**config.mk**
```make
export PLATFORM = sky130hd
export DESIGN_NAME = stencil_derivative_ratio_top
export DESIGN_NICKNAME = d
export VERILOG_FILES = /design/src/hw/rtl/stdr_pkg.sv /design/src/hw/rtl/stdr_div.sv /design/src/hw/rtl/stdr_dp.sv /design/src/hw/rtl/stdr_ctrl.sv /design/src/hw/rtl/stencil_derivative_ratio_top.sv
export SDC_FILE = /design/constraint.sdc
export NUM_CORES = 2
export LEC_CHECK = 0
export BUFFER_PORTS_ARGS = -buffer_cell sky130_fd_sc_hd__buf_2
export CAP_MARGIN = 20
export CORE_MARGIN = 2
export CORE_UTILIZATION = 59
export CTS_BUF_LIST = sky130_fd_sc_hd__clkbuf_8 sky130_fd_sc_hd__clkbuf_16
export CTS_CLUSTER_SIZE = 14
export DETAILED_ROUTE_END_ITERATION = 7
export GPL_TIMING_DRIVEN = 0
export PLACE_DENSITY = 0.8
export SLEW_MARGIN = 40
export SYNTH_ARGS = -nofsm -noshare
export SYNTH_HDL_FRONTEND = slang
export SYNTH_SLANG_ARGS = --single-unit
```
**constraint.sdc**
```tcl
create_clock -name i_clk -period 8 [get_ports i_clk]
set_input_delay 1.2 -clock i_clk [delete_from_list [all_inputs] [get_ports i_clk]]
set_output_delay 1.2 -clock i_clk [all_outputs]
set_load 0.02 [all_outputs]
```
**src/hw/rtl/stdr_pkg.sv**
```systemverilog
// Shared types, widths and stencil tables for the stencil derivative ratio block.
// Used by stdr_dp, stdr_ctrl and stencil_derivative_ratio_top; depends on nothing.
package stdr_pkg;

    // Field widths of the channels
    localparam int SAMPLE_BITS  = 24;
    localparam int INDEX_BITS   = 20;
    localparam int DERIV_BITS   = 40;
    localparam int RATIO_BITS   = 48;
    localparam int SPACING_BITS = 16;

    localparam logic [SPACING_BITS-1:0] SPACING_RESET = 16'd256;

    // Window and stencil
    localparam int WINDOW_TAPS = 5;
    localparam int TAP_BITS    = 3;
    localparam int WEIGHT_BITS = 7;
    localparam int SUM_BITS    = SAMPLE_BITS + 8;
    localparam int PROD_BITS   = SUM_BITS + SPACING_BITS + 1;

    // Scaling by 1/3072 = (1/1024) * (1/3): shift, then a digit-serial divide by three
    localparam int SCALE_SHIFT = 10;
    localparam int MAG_BITS    = PROD_BITS - SCALE_SHIFT;
    localparam int DIV3_DIGIT  = 4;
    localparam int DIV3_STEPS  = (MAG_BITS + DIV3_DIGIT - 1) / DIV3_DIGIT;
    localparam int DIV3_BITS   = DIV3_STEPS * DIV3_DIGIT;
    localparam int STEP_BITS   = $clog2(DIV3_STEPS);

    // Ratio division
    localparam int NUM_BITS  = 2 * SAMPLE_BITS;
    localparam int DEN_BITS  = DERIV_BITS;
    localparam int DCMP_BITS = ((DIV3_BITS > DERIV_BITS) ? DIV3_BITS : DERIV_BITS) + 1;
    localparam int RCMP_BITS = ((NUM_BITS > RATIO_BITS) ? NUM_BITS : RATIO_BITS) + 1;

    typedef enum logic [1:0] {
        STENCIL_FIRST   = 2'd0,
        STENCIL_SECOND  = 2'd1,
        STENCIL_CENTRAL = 2'd2
    } t_stencil;

    typedef enum logic [1:0] {
        RUN_NONE  = 2'd0,
        RUN_THREE = 2'd1,
        RUN_ONE   = 2'd2
    } t_run;

    typedef struct packed {
        logic                          series_start;
        logic signed [SAMPLE_BITS-1:0] sample_value;
    } t_in;

    typedef struct packed {
        logic        [INDEX_BITS-1:0]  sample_index;
        logic signed [SAMPLE_BITS-1:0] reported_sample;
        logic signed [DERIV_BITS-1:0]  derivative;
        logic signed [RATIO_BITS-1:0]  ratio;
        logic                          zero_derivative;
        logic                          last_of_run;
    } t_out;

    typedef struct packed {
        logic                load;
        logic                mac;
        logic [TAP_BITS-1:0] tap;
        t_stencil            kind;
        logic                scale;
        logic                absval;
        logic                div3;
        logic                deriv;
        logic                div_start;
        logic                push;
    } t_dp_cmd;

    typedef struct packed {
        t_run run;
        logic deriv_zero;
        logic div_busy;
        logic out_free;
    } t_dp_stat;

    function automatic logic signed [WEIGHT_BITS-1:0] stencil_weight(
        input t_stencil kind, input logic [TAP_BITS-1:0] tap);
        logic signed [WEIGHT_BITS-1:0] w;
        w = '0;
        case (kind)
            STENCIL_FIRST: begin
                case (tap)
                    3'd0:    w = -7'sd25;
                    3'd1:    w = 7'sd48;
                    3'd2:    w = -7'sd36;
                    3'd3:    w = 7'sd16;
                    3'd4:    w = -7'sd3;
                    default: w = '0;
                endcase
            end
            STENCIL_SECOND: begin
                case (tap)
                    3'd0:    w = -7'sd3;
                    3'd1:    w = -7'sd10;
                    3'd2:    w = 7'sd18;
                    3'd3:    w = -7'sd6;
                    3'd4:    w = 7'sd1;
                    default: w = '0;
                endcase
            end
            default: begin
                case (tap)
                    3'd0:    w = 7'sd1;
                    3'd1:    w = -7'sd8;
                    3'd3:    w = 7'sd8;
                    3'd4:    w = -7'sd1;
                    default: w = '0;
                endcase
            end
        endcase
        return w;
    endfunction

    // Window position of the sample that a stencil reports
    function automatic logic [TAP_BITS-1:0] center_tap(input t_stencil kind);
        logic [TAP_BITS-1:0] t;
        case (kind)
            STENCIL_FIRST:  t = TAP_BITS'(0);
            STENCIL_SECOND: t = TAP_BITS'(1);
            default:        t = TAP_BITS'(2);
        endcase
        return t;
    endfunction

endpackage

```
**src/hw/rtl/stdr_div.sv**
```systemverilog
// Radix-2 restoring divider, one quotient bit per cycle, unsigned operands.
// Standalone; instantiated by stdr_dp.
module stdr_div #(
    parameter int NUM_W = 48,
    parameter int DEN_W = 40
) (
    input  logic             i_clk,
    input  logic             i_rst_n,
    input  logic             i_start,
    input  logic [NUM_W-1:0] i_num,
    input  logic [DEN_W-1:0] i_den,
    output logic             o_busy,
    output logic [NUM_W-1:0] o_quot
);

    localparam int CNT_W = $clog2(NUM_W);

    logic             r_busy;
    logic [CNT_W-1:0] r_cnt;
    logic [NUM_W-1:0] r_quot;
    logic [DEN_W-1:0] r_rem;
    logic [DEN_W-1:0] r_den;

    logic [DEN_W:0]   shifted;
    logic [DEN_W:0]   trial;
    logic             qbit;
    logic [DEN_W-1:0] n_rem;

    always_comb begin
        shifted = {r_rem, r_quot[NUM_W-1]};
        trial   = shifted - {1'b0, r_den};
        qbit    = ~trial[DEN_W];
        n_rem   = qbit ? trial[DEN_W-1:0] : shifted[DEN_W-1:0];
    end

    always_ff @(posedge i_clk) begin
        if (!i_rst_n) begin
            r_busy <= 1'b0;
            r_cnt  <= '0;
        end else if (i_start) begin
            r_busy <= 1'b1;
            r_cnt  <= CNT_W'(NUM_W - 1);
        end else if (r_busy) begin
            if (r_cnt == '0) begin
                r_busy <= 1'b0;
            end
            r_cnt <= r_cnt - 1'b1;
        end
    end

    always_ff @(posedge i_clk) begin
        if (i_start) begin
            r_quot <= i_num;
            r_rem  <= '0;
            r_den  <= i_den;
        end else if (r_busy) begin
            r_quot <= {r_quot[NUM_W-2:0], qbit};
            r_rem  <= n_rem;
        end
    end

    assign o_busy = r_busy;
    assign o_quot = r_quot;

    a_start_idle: assert property (@(posedge i_clk) disable iff (!i_rst_n)
        i_start |-> !r_busy)
        else $error("divider started while busy");

endmodule

```
**src/hw/rtl/stdr_dp.sv**
```systemverilog
// Datapath: sample window, stencil accumulate, scaling, ratio division, output register.
// Depends on stdr_pkg and stdr_div; driven by stdr_ctrl commands.
module stdr_dp (
    input  logic                               i_clk,
    input  logic                               i_rst_n,
    input  logic                               i_cfg_we,
    input  logic [stdr_pkg::SPACING_BITS-1:0]  i_cfg_wdata,
    input  stdr_pkg::t_in                      i_in,
    input  stdr_pkg::t_dp_cmd                  i_cmd,
    output stdr_pkg::t_dp_stat                 o_stat,
    output stdr_pkg::t_out                     o_out,
    output logic                               o_out_valid,
    input  logic                               i_out_ready
);

    localparam int SB   = stdr_pkg::SAMPLE_BITS;
    localparam int IB   = stdr_pkg::INDEX_BITS;
    localparam int TB   = stdr_pkg::TAP_BITS;
    localparam int DB   = stdr_pkg::DERIV_BITS;
    localparam int RB   = stdr_pkg::RATIO_BITS;
    localparam int D3B  = stdr_pkg::DIV3_BITS;
    localparam int D3D  = stdr_pkg::DIV3_DIGIT;
    localparam int PB   = stdr_pkg::PROD_BITS;
    localparam int SUMB = stdr_pkg::SUM_BITS;
    localparam int MB   = stdr_pkg::MAG_BITS;
    localparam int DCB  = stdr_pkg::DCMP_BITS;
    localparam int RCB  = stdr_pkg::RCMP_BITS;
    localparam int NB   = stdr_pkg::NUM_BITS;

    localparam logic [TB-1:0] LAST_TAP  = TB'(stdr_pkg::WINDOW_TAPS - 1);
    localparam logic [TB-1:0] SEEN_FULL = TB'(stdr_pkg::WINDOW_TAPS);
    localparam logic [IB-1:0] FIRST_INDEX   = IB'(0);
    localparam logic [IB-1:0] SECOND_INDEX  = IB'(1);
    localparam logic [IB-1:0] CENTRAL_INDEX = IB'(2);
    localparam logic [2:0]    DIV3_DIVISOR  = 3'd3;

    localparam logic [DCB-1:0] DNEG_LIM = DCB'(1) << (DB - 1);
    localparam logic [DCB-1:0] DPOS_LIM = DNEG_LIM - DCB'(1);
    localparam logic [RCB-1:0] RNEG_LIM = RCB'(1) << (RB - 1);
    localparam logic [RCB-1:0] RPOS_LIM = RNEG_LIM - RCB'(1);

    // Control state
    logic [stdr_pkg::SPACING_BITS-1:0] r_inv;
    logic [TB-1:0]                     r_seen;
    logic [IB-1:0]                     r_next_index;
    logic                              r_out_valid;

    // Payload
    logic signed [SB-1:0]   r_win [0:stdr_pkg::WINDOW_TAPS-1];
    logic signed [SUMB-1:0] r_acc;
    logic signed [SB-1:0]   r_center;
    logic [IB-1:0]          r_index;
    stdr_pkg::t_stencil     r_kind;
    logic signed [PB-1:0]   r_prod;
    logic                   r_neg;
    logic [D3B-1:0]         r_dsh;
    logic [1:0]             r_rem3;
    logic [DB-1:0]          r_deriv;
    logic [DB-1:0]          r_den;
    logic                   r_zero;
    logic [NB-1:0]          r_num;
    stdr_pkg::t_out         r_out;

    logic [TB-1:0]          eff_seen;
    logic signed [SB-1:0]   win_tap;
    logic signed [SUMB-1:0] mac_term;
    logic signed [PB-1:0]   prod_val;
    logic [PB-1:0]          prod_mag;
    logic [D3B-1:0]         dsh_load;
    logic [1:0]             d3_rem;
    logic [2:0]             d3_t;
    logic [D3D-1:0]         d3_q;
    logic [DCB-1:0]         dq_ext;
    logic [DB-1:0]          den_mag;
    logic [DB-1:0]          deriv_val;
    logic signed [NB-1:0]   square;
    logic                   div_busy;
    logic [NB-1:0]          div_quot;
    logic [RCB-1:0]         rq_ext;
    logic [RB-1:0]          ratio_val;

    // A series start empties the window, so this beat counts as its first sample
    assign eff_seen = i_in.series_start ? '0 : r_seen;

    always_comb begin
        o_stat.run = stdr_pkg::RUN_NONE;
        if (eff_seen == LAST_TAP) begin
            o_stat.run = stdr_pkg::RUN_THREE;
        end else if (eff_seen == SEEN_FULL) begin
            o_stat.run = stdr_pkg::RUN_ONE;
        end
        o_stat.deriv_zero = r_zero;
        o_stat.div_busy   = div_busy;
        o_stat.out_free   = !r_out_valid || i_out_ready;
    end

    assign win_tap  = r_win[i_cmd.tap];
    assign mac_term = SUMB'(stdr_pkg::stencil_weight(i_cmd.kind, i_cmd.tap)) * SUMB'(win_tap);
    assign prod_val = PB'(r_acc) * PB'($signed({1'b0, r_inv}));
    assign prod_mag = r_prod[PB-1] ? PB'(-r_prod) : PB'(r_prod);

    always_comb begin
        dsh_load = '0;
        dsh_load[MB-1:0] = prod_mag[PB-1:stdr_pkg::SCALE_SHIFT];
    end

    // Divide by three, one digit of quotient bits per cycle, MSB first
    always_comb begin
        d3_rem = r_rem3;
        d3_q   = '0;
        d3_t   = '0;
        for (int i = 0; i < D3D; i++) begin
            d3_t = {d3_rem, r_dsh[D3B-1-i]};
            if (d3_t >= DIV3_DIVISOR) begin
                d3_rem         = 2'(d3_t - DIV3_DIVISOR);
                d3_q[D3D-1-i]  = 1'b1;
            end else begin
                d3_rem = d3_t[1:0];
            end
        end
    end

    // Sign and saturate the derivative
    always_comb begin
        dq_ext = DCB'(r_dsh);
        if (r_neg) begin
            den_mag   = (dq_ext > DNEG_LIM) ? DNEG_LIM[DB-1:0] : dq_ext[DB-1:0];
            deriv_val = '0 - den_mag;
        end else begin
            den_mag   = (dq_ext > DPOS_LIM) ? DPOS_LIM[DB-1:0] : dq_ext[DB-1:0];
            deriv_val = den_mag;
        end
    end

    assign square = NB'(r_center) * NB'(r_center);

    stdr_div #(
        .NUM_W (NB),
        .DEN_W (stdr_pkg::DEN_BITS)
    ) u_div (
        .i_clk   (i_clk),
        .i_rst_n (i_rst_n),
        .i_start (i_cmd.div_start),
        .i_num   (r_num),
        .i_den   (r_den),
        .o_busy  (div_busy),
        .o_quot  (div_quot)
    );

    // Sign and saturate the ratio
    always_comb begin
        rq_ext = RCB'(div_quot);
        if (r_zero) begin
            ratio_val = '0;
        end else if (!r_neg) begin
            ratio_val = (rq_ext > RPOS_LIM) ? RPOS_LIM[RB-1:0] : rq_ext[RB-1:0];
        end else if (rq_ext > RNEG_LIM) begin
            ratio_val = RNEG_LIM[RB-1:0];
        end else begin
            ratio_val = '0 - rq_ext[RB-1:0];
        end
    end

    always_ff @(posedge i_clk) begin
        if (!i_rst_n) begin
            r_inv        <= stdr_pkg::SPACING_RESET;
            r_seen       <= '0;
            r_next_index <= '0;
            r_out_valid  <= 1'b0;
        end else begin
            if (i_cfg_we) begin
                r_inv <= i_cfg_wdata;
            end
            if (i_cmd.load) begin
                r_seen <= (eff_seen < SEEN_FULL) ? eff_seen + 1'b1 : eff_seen;
                if (i_in.series_start) begin
                    r_next_index <= '0;
                end else if (eff_seen == LAST_TAP) begin
                    r_next_index <= CENTRAL_INDEX;
                end
            end
            if (i_cmd.mac && i_cmd.tap == '0 && i_cmd.kind == stdr_pkg::STENCIL_CENTRAL
                && r_next_index != '1) begin
                r_next_index <= r_next_index + 1'b1;
            end
            if (i_cmd.push) begin
                r_out_valid <= 1'b1;
            end else if (i_out_ready) begin
                r_out_valid <= 1'b0;
            end
        end
    end

    always_ff @(posedge i_clk) begin
        if (i_cmd.load) begin
            if (i_in.series_start) begin
                for (int k = 0; k < stdr_pkg::WINDOW_TAPS; k++) begin
                    r_win[k] <= '0;
                end
            end
            if (eff_seen < SEEN_FULL) begin
                r_win[eff_seen] <= i_in.sample_value;
            end else begin
                for (int k = 0; k < stdr_pkg::WINDOW_TAPS - 1; k++) begin
                    r_win[k] <= r_win[k+1];
                end
                r_win[LAST_TAP] <= i_in.sample_value;
            end
        end
        if (i_cmd.mac) begin
            r_acc <= ((i_cmd.tap == '0) ? '0 : r_acc) + mac_term;
            if (i_cmd.tap == stdr_pkg::center_tap(i_cmd.kind)) begin
                r_center <= win_tap;
            end
            if (i_cmd.tap == '0) begin
                r_kind <= i_cmd.kind;
                case (i_cmd.kind)
                    stdr_pkg::STENCIL_FIRST:  r_index <= FIRST_INDEX;
                    stdr_pkg::STENCIL_SECOND: r_index <= SECOND_INDEX;
                    default:                  r_index <= r_next_index;
                endcase
            end
        end
        if (i_cmd.scale) begin
            r_prod <= prod_val;
        end
        if (i_cmd.absval) begin
            r_neg  <= r_prod[PB-1];
            r_dsh  <= dsh_load;
            r_rem3 <= '0;
        end
        if (i_cmd.div3) begin
            r_dsh  <= {r_dsh[D3B-D3D-1:0], d3_q};
            r_rem3 <= d3_rem;
        end
        if (i_cmd.deriv) begin
            r_deriv <= deriv_val;
            r_den   <= den_mag;
            r_zero  <= (den_mag == '0);
            r_num   <= NB'(square);
        end
        if (i_cmd.push) begin
            r_out.sample_index    <= r_index;
            r_out.reported_sample <= r_center;
            r_out.derivative      <= $signed(r_deriv);
            r_out.ratio           <= $signed(ratio_val);
            r_out.zero_derivative <= r_zero;
            r_out.last_of_run     <= (r_kind == stdr_pkg::STENCIL_CENTRAL);
        end
    end

    assign o_out       = r_out;
    assign o_out_valid = r_out_valid;

    a_zero_flag: assert property (@(posedge i_clk) disable iff (!i_rst_n)
        o_out_valid |-> (o_out.zero_derivative == (o_out.derivative == '0)))
        else $error("zero flag disagrees with derivative");

    a_zero_ratio: assert property (@(posedge i_clk) disable iff (!i_rst_n)
        (o_out_valid && o_out.zero_derivative) |-> (o_out.ratio == '0))
        else $error("ratio not cleared on zero derivative");

    a_edge_index: assert property (@(posedge i_clk) disable iff (!i_rst_n)
        (o_out_valid && !o_out.last_of_run) |-> (o_out.sample_index < CENTRAL_INDEX))
        else $error("edge stencil result with wrong index");

endmodule

```
**src/hw/rtl/stdr_ctrl.sv**
```systemverilog
// Controller state machine: sequences window load, accumulate, scaling and division.
// Depends on stdr_pkg; drives stdr_dp through command and status structs.
module stdr_ctrl (
    input  logic               i_clk,
    input  logic               i_rst_n,
    input  logic               i_in_valid,
    output logic               o_in_ready,
    input  stdr_pkg::t_dp_stat i_stat,
    output stdr_pkg::t_dp_cmd  o_cmd
);

    localparam int TB = stdr_pkg::TAP_BITS;
    localparam int SB = stdr_pkg::STEP_BITS;
    localparam logic [TB-1:0] LAST_TAP  = TB'(stdr_pkg::WINDOW_TAPS - 1);
    localparam logic [SB-1:0] LAST_STEP = SB'(stdr_pkg::DIV3_STEPS - 1);

    typedef enum logic [8:0] {
        S_IDLE     = 9'b000000001,
        S_MAC      = 9'b000000010,
        S_SCALE    = 9'b000000100,
        S_ABS      = 9'b000001000,
        S_DIV3     = 9'b000010000,
        S_DERIV    = 9'b000100000,
        S_DIVSTART = 9'b001000000,
        S_DIVIDE   = 9'b010000000,
        S_PUSH     = 9'b100000000
    } t_state;

    t_state             r_state, n_state;
    logic [TB-1:0]      r_tap, n_tap;
    logic [SB-1:0]      r_step, n_step;
    stdr_pkg::t_stencil r_kind, n_kind;

    assign o_in_ready = (r_state == S_IDLE);

    always_comb begin
        n_state     = r_state;
        n_tap       = r_tap;
        n_step      = r_step;
        n_kind      = r_kind;
        o_cmd       = '0;
        o_cmd.tap   = r_tap;
        o_cmd.kind  = r_kind;
        case (r_state)
            S_IDLE: begin
                if (i_in_valid) begin
                    o_cmd.load = 1'b1;
                    n_tap      = '0;
                    case (i_stat.run)
                        stdr_pkg::RUN_THREE: begin
                            n_kind  = stdr_pkg::STENCIL_FIRST;
                            n_state = S_MAC;
                        end
                        stdr_pkg::RUN_ONE: begin
                            n_kind  = stdr_pkg::STENCIL_CENTRAL;
                            n_state = S_MAC;
                        end
                        default: n_state = S_IDLE;
                    endcase
                end
            end
            S_MAC: begin
                o_cmd.mac = 1'b1;
                if (r_tap == LAST_TAP) begin
                    n_state = S_SCALE;
                end else begin
                    n_tap = r_tap + 1'b1;
                end
            end
            S_SCALE: begin
                o_cmd.scale = 1'b1;
                n_state     = S_ABS;
            end
            S_ABS: begin
                o_cmd.absval = 1'b1;
                n_step       = '0;
                n_state      = S_DIV3;
            end
            S_DIV3: begin
                o_cmd.div3 = 1'b1;
                if (r_step == LAST_STEP) begin
                    n_state = S_DERIV;
                end else begin
                    n_step = r_step + 1'b1;
                end
            end
            S_DERIV: begin
                o_cmd.deriv = 1'b1;
                n_state     = S_DIVSTART;
            end
            S_DIVSTART: begin
                if (i_stat.deriv_zero) begin
                    n_state = S_PUSH;
                end else begin
                    o_cmd.div_start = 1'b1;
                    n_state         = S_DIVIDE;
                end
            end
            S_DIVIDE: begin
                if (!i_stat.div_busy) begin
                    n_state = S_PUSH;
                end
            end
            S_PUSH: begin
                if (i_stat.out_free) begin
                    o_cmd.push = 1'b1;
                    n_tap      = '0;
                    case (r_kind)
                        stdr_pkg::STENCIL_FIRST: begin
                            n_kind  = stdr_pkg::STENCIL_SECOND;
                            n_state = S_MAC;
                        end
                        stdr_pkg::STENCIL_SECOND: begin
                            n_kind  = stdr_pkg::STENCIL_CENTRAL;
                            n_state = S_MAC;
                        end
                        default: n_state = S_IDLE;
                    endcase
                end
            end
            default: n_state = S_IDLE;
        endcase
    end

    always_ff @(posedge i_clk) begin
        if (!i_rst_n) begin
            r_state <= S_IDLE;
            r_tap   <= '0;
            r_step  <= '0;
            r_kind  <= stdr_pkg::STENCIL_CENTRAL;
        end else begin
            r_state <= n_state;
            r_tap   <= n_tap;
            r_step  <= n_step;
            r_kind  <= n_kind;
        end
    end

    a_accept_div_idle: assert property (@(posedge i_clk) disable iff (!i_rst_n)
        (i_in_valid && o_in_ready) |-> !i_stat.div_busy)
        else $error("beat accepted while divider busy");

    a_load_next: assert property (@(posedge i_clk) disable iff (!i_rst_n)
        o_cmd.load |=> (r_state == S_IDLE || (r_state == S_MAC && r_tap == '0)))
        else $error("load not followed by idle or first tap");

endmodule

```
**src/hw/rtl/stencil_derivative_ratio_top.sv**
```systemverilog
// Top level of the stencil derivative ratio block: controller plus datapath.
// Depends on stdr_pkg, stdr_ctrl, stdr_dp (and stdr_div inside the datapath).
//
// Usage:
//   Input channel (i_in_valid / o_in_ready, payload i_in): one sample per beat, with
//   series_start marking the first sample of a new series. Output channel
//   (o_out_valid / i_out_ready, payload o_out): one result per beat. inverse_spacing
//   is written through i_cfg_we / i_cfg_wdata, by the user only while the block is idle.
//   The block does not enforce this. The first four samples of a series give no result.
//   The fifth gives three results (indices 0, 1, 2); every later sample gives one.
//   Each result is formed in steps: stencil accumulate, scaling and a digit-serial
//   divide by three for the derivative, then the radix-2 divider for the ratio, which
//   sets the rate. A zero derivative skips the divider. While a sample is worked on,
//   the block accepts no new sample, so a fifth sample occupies it for all three
//   results and a later one for its single result.
//   Reset (synchronous, active low) empties the window, sets inverse_spacing to
//   256 (1.0 in Q8.8) and drops any pending result.
//   A stalled receiver holds the result in the output register; the next item
//   is still accepted and worked on, and its result waits until the register frees.
module stencil_derivative_ratio_top (
    input  logic                              i_clk,
    input  logic                              i_rst_n,
    input  logic                              i_cfg_we,
    input  logic [stdr_pkg::SPACING_BITS-1:0] i_cfg_wdata,
    input  logic                              i_in_valid,
    output logic                              o_in_ready,
    input  stdr_pkg::t_in                     i_in,
    output logic                              o_out_valid,
    input  logic                              i_out_ready,
    output stdr_pkg::t_out                    o_out
);

    // Command and status between controller and datapath
    stdr_pkg::t_dp_cmd  dp_cmd;
    stdr_pkg::t_dp_stat dp_stat;

    // Sequencer: hold each result in flight until the output register frees
    stdr_ctrl u_ctrl (
        .i_clk      (i_clk),
        .i_rst_n    (i_rst_n),
        .i_in_valid (i_in_valid),
        .o_in_ready (o_in_ready),
        .i_stat     (dp_stat),
        .o_cmd      (dp_cmd)
    );

    // Window, arithmetic and the output register
    stdr_dp u_dp (
        .i_clk       (i_clk),
        .i_rst_n     (i_rst_n),
        .i_cfg_we    (i_cfg_we),
        .i_cfg_wdata (i_cfg_wdata),
        .i_in        (i_in),
        .i_cmd       (dp_cmd),
        .o_stat      (dp_stat),
        .o_out       (o_out),
        .o_out_valid (o_out_valid),
        .i_out_ready (i_out_ready)
    );

endmodule
```
# Word level (Yosys, flattened, before mapping)
# Memory sizes are Yosys's and may differ from the RTL's. A register that Yosys moved wholly into a read port is not among the register bits.
# Index checks and enable logic that the tools add are counted.
# classes
div_mod_pow	0
n_shift	0
n_lt_le_gt_ge	9
reduce_logical	27
n_addsub	14
muxes	93
bitwise_logic	7
mul	3
eq_ne	32
# ops
operator	count
40-bit two-way mux	7
48-bit two-way mux	5
24-bit two-way mux	5
9-bit one-hot mux with 9 select lines	1
20-bit two-way mux	4
7-bit one-hot mux with 5 select lines	2
9-bit two-way mux	6
32-bit by 17-bit multiplier with 49-bit output	1
49-bit two-way mux	1
49-bit negator	1
48-bit by 47-bit greater-than comparator with 1-bit output, second input constant	1
48-bit greater-than comparator, second input constant	1
24-bit by 24-bit multiplier with 48-bit output	1
1-bit by 48-bit subtractor with 48-bit output, first input constant	1
41-bit by 40-bit subtractor with 41-bit output	1
40-bit by 39-bit greater-than comparator with 1-bit output, second input constant	1
40-bit greater-than comparator, second input constant	1
40-bit zero test	1
20-bit one-hot mux with 2 select lines	1
1-bit by 40-bit subtractor with 40-bit output, first input constant	1
32-bit adder	1
32-bit two-way mux	1
7-bit by 24-bit multiplier with 31-bit output	1
1-bit two-way mux	29
50 further kinds	110
# totals
register_bits	626
output_inout_bits	136
mem_count	1
word_cells	218
latch_bits	0
mem_bits_ro	0
ramBits	120
# mem_list
name	depth	word_bits	read_ports	rd_clocked_by_memory_dff	wr	line_no	text
u_dp.r_win	5	24	5	1	6	stdr_dp.sv:49	logic signed [SB-1:0] r_win [0:stdr_pkg::WINDOW_TAPS-1];

# Longest topological paths before layout
# logic_depth
ltp_word	9
depth_mapped	40

# Hierarchy
# Synthesis repeated with hierarchy kept, for this count alone.
# unflattened
cells_unflattened	7833
area_unflattened_um2	81077.8
# modules_own_cells
mod	area_each_um2	instances	cells_per_inst	seq_area_each_um2
stdr_dp	71914.0	1	6909	19508.7
stdr_div	7880.1	1	768	3583.4
stdr_ctrl	1283.7	1	156	360.3

# Worst setup path before layout
# Ideal clock, no wire load.
# synth_timing
path_kind	reg-to-reg
startpoint	register (tool-made name)
endpoint	register u_dp.r_acc[31] (data pin)
setup_time_ps	262
arrival_ps	8144
setup_slack_ps	-406
required_time_ps	7738
synth_period_minus_slack_ps	8406
path_stages_with_launch	36
path_cell_list	dfxtp_1 > buf_1 > buf_1 > mux4_2 > mux2i_1 > nor2_1 > fa_1 > inv_1 > fa_1 > inv_1 > fa_1 > inv_1 > fa_1 > inv_1 > ha_1 > o211ai_1 > a21boi_0 > o21ai_0 > o31ai_1 > o41ai_1 > o21ai_0 > nor4_1 > nor2_1 > a21oi_1 > xnor2_1 > ha_1 > inv_1 > o21bai_1 > a21oi_1 > nor2_1 > o21ai_0 > nand2b_1 > a21oi_1 > o21ai_0 > xor2_1 > xnor2_1
# synth_lines
element	line_no	text
end signal, assigned	stdr_dp.sv:211	r_acc <= ((i_cmd.tap == '0) ? '0 : r_acc) + mac_term;
end, declared	stdr_dp.sv:50	logic signed [SUMB-1:0] r_acc;

# Final worst setup path
# layout_timing
startpoint	register u_ctrl.r_tap[0]
endpoint	register u_dp.r_acc[30] (data pin)
# layout_between
elab_chain_cells	5
word_cells_on_any_way	12
cone_classes	add/sub (1); mul (1); eq/ne (4); mux (5); reduce/logical (1)
# layout_rtl
element	line_no	text
start, declared	stdr_ctrl.sv:30	logic [TB-1:0] r_tap, n_tap;
start signal, assigned	stdr_ctrl.sv:133	r_tap <= n_tap;
3-bit equality test, or another cell as far along	stdr_pkg.sv:87, stdr_pkg.sv:97, stdr_pkg.sv:107	
7-bit one-hot mux with 5 select lines, or another cell as far along	stdr_pkg.sv:97	case (tap)
7-bit one-hot mux with 2 select lines	stdr_pkg.sv:85	case (kind)
7-bit by 24-bit multiplier with 31-bit output	stdr_dp.sv:98	assign mac_term = SUMB'(stdr_pkg::stencil_weight(i_cmd.kind, i_cmd.tap)) * SUMB'(win_tap);
32-bit adder *	stdr_dp.sv:211	
# Mark *: on every way between the ends. The rest lies on a longest branch, timed or not.
# A chain may end at the register's enable or synchronous reset.

==> reports/metrics.csv <==
metric,value,unit
worst rel slew slack,31.8,%
yosys synthesis warning count,0,
DP Cell Count,9916,
fin crit share,99.7,%
VDD IR max,0.319,mV
input/output buffers,178,
CTS tree,done,
vias,60883,
max capacitance violation total,0,
Gate Count Post-Synth,7862,
Power Density,154,mW/mm^2
RSZ-0062 raised after global routing,yes,
min cycle time layout,7970,ps
vias in the first global route,63005,
synth unique cells,83,
RePlAce Congestion,0.987,
DRT iter0 DRCs,6173,
met1 Use GR,42.8,%
row count,135,
Buffers & Inverters on Critical Path,7,
average vias per placed instance,5.93,
sequential share of the synthesized area,29.2,%
Int Pwr,0.00916,W
Initial Util,59.5,%
initial antenna violation count,14,
GR Util met2,52.9,%
Worst EP required,8460,ps
"commonest cells after routing, fill and taps aside","inv_1 (1409), fa_1 (1156), nand2_1 (899), edfxtp_1 (711), and2_1 (425)",
TNS Setup,0,ps
Post-synth EDFFs,711,
Num CTS Buffers,87,
Mean Syn Cell Area,10.3,um^2
fraction of layout cells with a size suffix above 1,11.7,%
clk_lat worst skew,760,ps
largest net degree at the start of global routing,45,
clock buffer depth,3,
grt total ovfl,0,
ys async rst share,0,%
Netlist Area Pre-Place,0.0806,mm^2
Least-Margin Pin Slew,1020,ps
Net Switching,0.00482,W
Max Clock Skew,94.2,ps
1st-pass router iterations,8,
final hold violation count,0,
Die H,374,um
full die area,0.140,mm^2
core area,0.135,mm^2
LEAKAGE,40.5,nW
clock share of power,30.0,%
failing checks,design-rule violations,
#FFs+latches synth,819,
CP top delay family,adder cells,
area added between synthesis and finish,12.7,%
Ports,182,
first-pass GRT wire length,353,mm
cell with the largest stage delay on the worst path,fa_1,
final setup fails,0,
"Max FO, Critical Path",4,
final WL,231,mm
fmax,125,MHz
chip width,374,um
Final Power,0.0140,W
nets,10042,
Comb pwr share,34.6,%
"commonest non-fill, non-tap cell in the layout",inv_1,
GR Util met3,6.25,%
"Reg clk slew, reported paths",80,ps
Arrival @ worst endpoint,8440,ps
hold crit path type,reg -> reg,
max-slew violations,0,
ys flop type,edfxtp_1,
Worst Setup Path Type,reg -> reg,
delay of the slowest cell on the worst path,560,ps
crit path capture type,flip-flop,
Avg WL per Cell,22.5,um
drt drc,5,
Finished Layout Cells,10269,
Reg power frac,35.4,%
post-detail-place hpwl,176,mm
Worst setup SP type,flip-flop,
"Hold-fix buffers, CTS",0,
Filler cells,10078,
CTS sink count,819,
switch share,34.5,%
clock tree root driver cell,clkbuf_16,
critical path's most frequent cell,fa_1,
status,"finished, violations left",
final antenna-violating net count,0,
H-Tree Depth,3,
Top Usage Layer GRT,met2,
Total GRT Usage,32.9,%
## Yosys cell counts, types with 15 or more instances
master	n	area [um^2]
xnor2_1	167	1460
o22a_1	17	149
nand4_1	23	144
fa_1	1172	23500
nor3_1	96	480
inv_1	1417	5320
o21ai_0	234	1170
a31oi_1	41	257
dfxtp_1	108	2160
mux4_2	48	1080
mux2i_1	58	581
nand3_1	56	280
o21bai_1	17	128
and2_1	430	2690
edfxtp_1	711	21400
and3_1	24	150
xor2_1	99	867
nand2_1	903	3390
or2_2	21	131
o31ai_1	17	128
ha_1	419	5240
a211oi_1	42	315
nor2_1	425	1600
a22o_1	96	841
clkbuf_1	300	1130
o311ai_0	17	149
nor2b_1	85	532
a21boi_0	15	113
o21a_1	38	285
a21o_1	103	773
or3_1	33	206
nor4_1	20	125
nand2b_1	89	557
a21oi_1	292	1460
buf_1	20	75.1
## cell families after synthesis
family / after synthesis / synth area share (%)
mux: 112 / 2.15
flops: 819 / 29.2
buf+inv: 1740 / 8.10
other cells: 1 / 0.00465
fa+ha+maj: 1591 / 35.6
simple gates: 2273 / 13.5
xor+xnor: 266 / 2.89
compound gates: 1060 / 8.57
## power by group through the flow
stage / combinational, W / clock (W) / sequential, W
5_1_grt: 0.00539 / 0.00439 / 0.00495
3_3_place_gp: 0.00444 / 0 / 0.00503
2_1_floorplan: 0.00333 / 0 / 0.00501
6_report: 0.00484 / 0.00419 / 0.00495
4_1_cts: 0.00467 / 0.00422 / 0.00495
3_5_place_dp: 0.00460 / 0 / 0.00503
## final cells by class
cell class	count	area (um^2)	share of cell area, %
multi-input cells	5374	52100	57.4
flip-flops and latches	819	23500	25.9
inverters	1420	5390	5.93
repair buffers	396	2880	3.17
well taps	1781	2230	2.45
clock buffers	90	2220	2.44
plain buffers	307	1700	1.87
clock inverters	72	748	0.823
diodes	10	25.0	0.0275
## metal layers
layer  part of all wire [%]  vias to the layer above  routed length (um)
li1                       -                    26392                   -
met1                     38                    30390               86900
met2                     47                     3291              108000
met3                    9.6                      804               22100
met4                    5.9                        6               13600
met5                  0.016                        -                  38
## repair_timing
item	4_1_cts	5_1_grt
setup buffers	97	98
gates cloned	0	1
setup endpoints to repair	43	23
endpoints found under the hold margin	0	0
resized for setup	313	291
pin swaps	26	112
## flip-flops by register name (all words and copies together) (netlist names), 24 cells and up, named ones only
register	cells
u_dp.o_out	134
u_dp.r_acc	32
u_dp.r_center	24
u_dp.r_den	40
u_dp.r_deriv	39
u_dp.r_dsh	40
u_dp.r_num	47
u_dp.r_prod	49
u_dp.r_win	192
u_dp.u_div.o_quot	48
u_dp.u_div.r_den	40
u_dp.u_div.r_rem	40
## final timing paths
| check | from | end | slack, ps | depth (start not counted) |
|---|---|---|---|---|
| worst min register to register | u_dp.r_index[14] | u_dp.o_out[128] | 400 | 0 |
| worst max-delay path | u_ctrl.r_tap[0] | u_dp.r_acc[30] | 30 | 37 |
| worst max register to register | u_ctrl.r_tap[0] | u_dp.r_acc[30] | 30 | 37 |
| worst min-delay path | u_dp.r_index[14] | u_dp.o_out[128] | 400 | 0 |
## per-stage QoR
step                hold WS [ps]  setup slack, ps  area [um^2]  utilization [%]
floorplan                    400             93.7        80900                -
global placement             401            -1920        84000             62.0
detailed placement           405            -1950        84500             62.4
CTS                          411             6.11        89200             65.8
global route                 420             -254        90800             67.1
finish                       402             26.1        90900             67.1
Power figures use the tool's default switching activity.
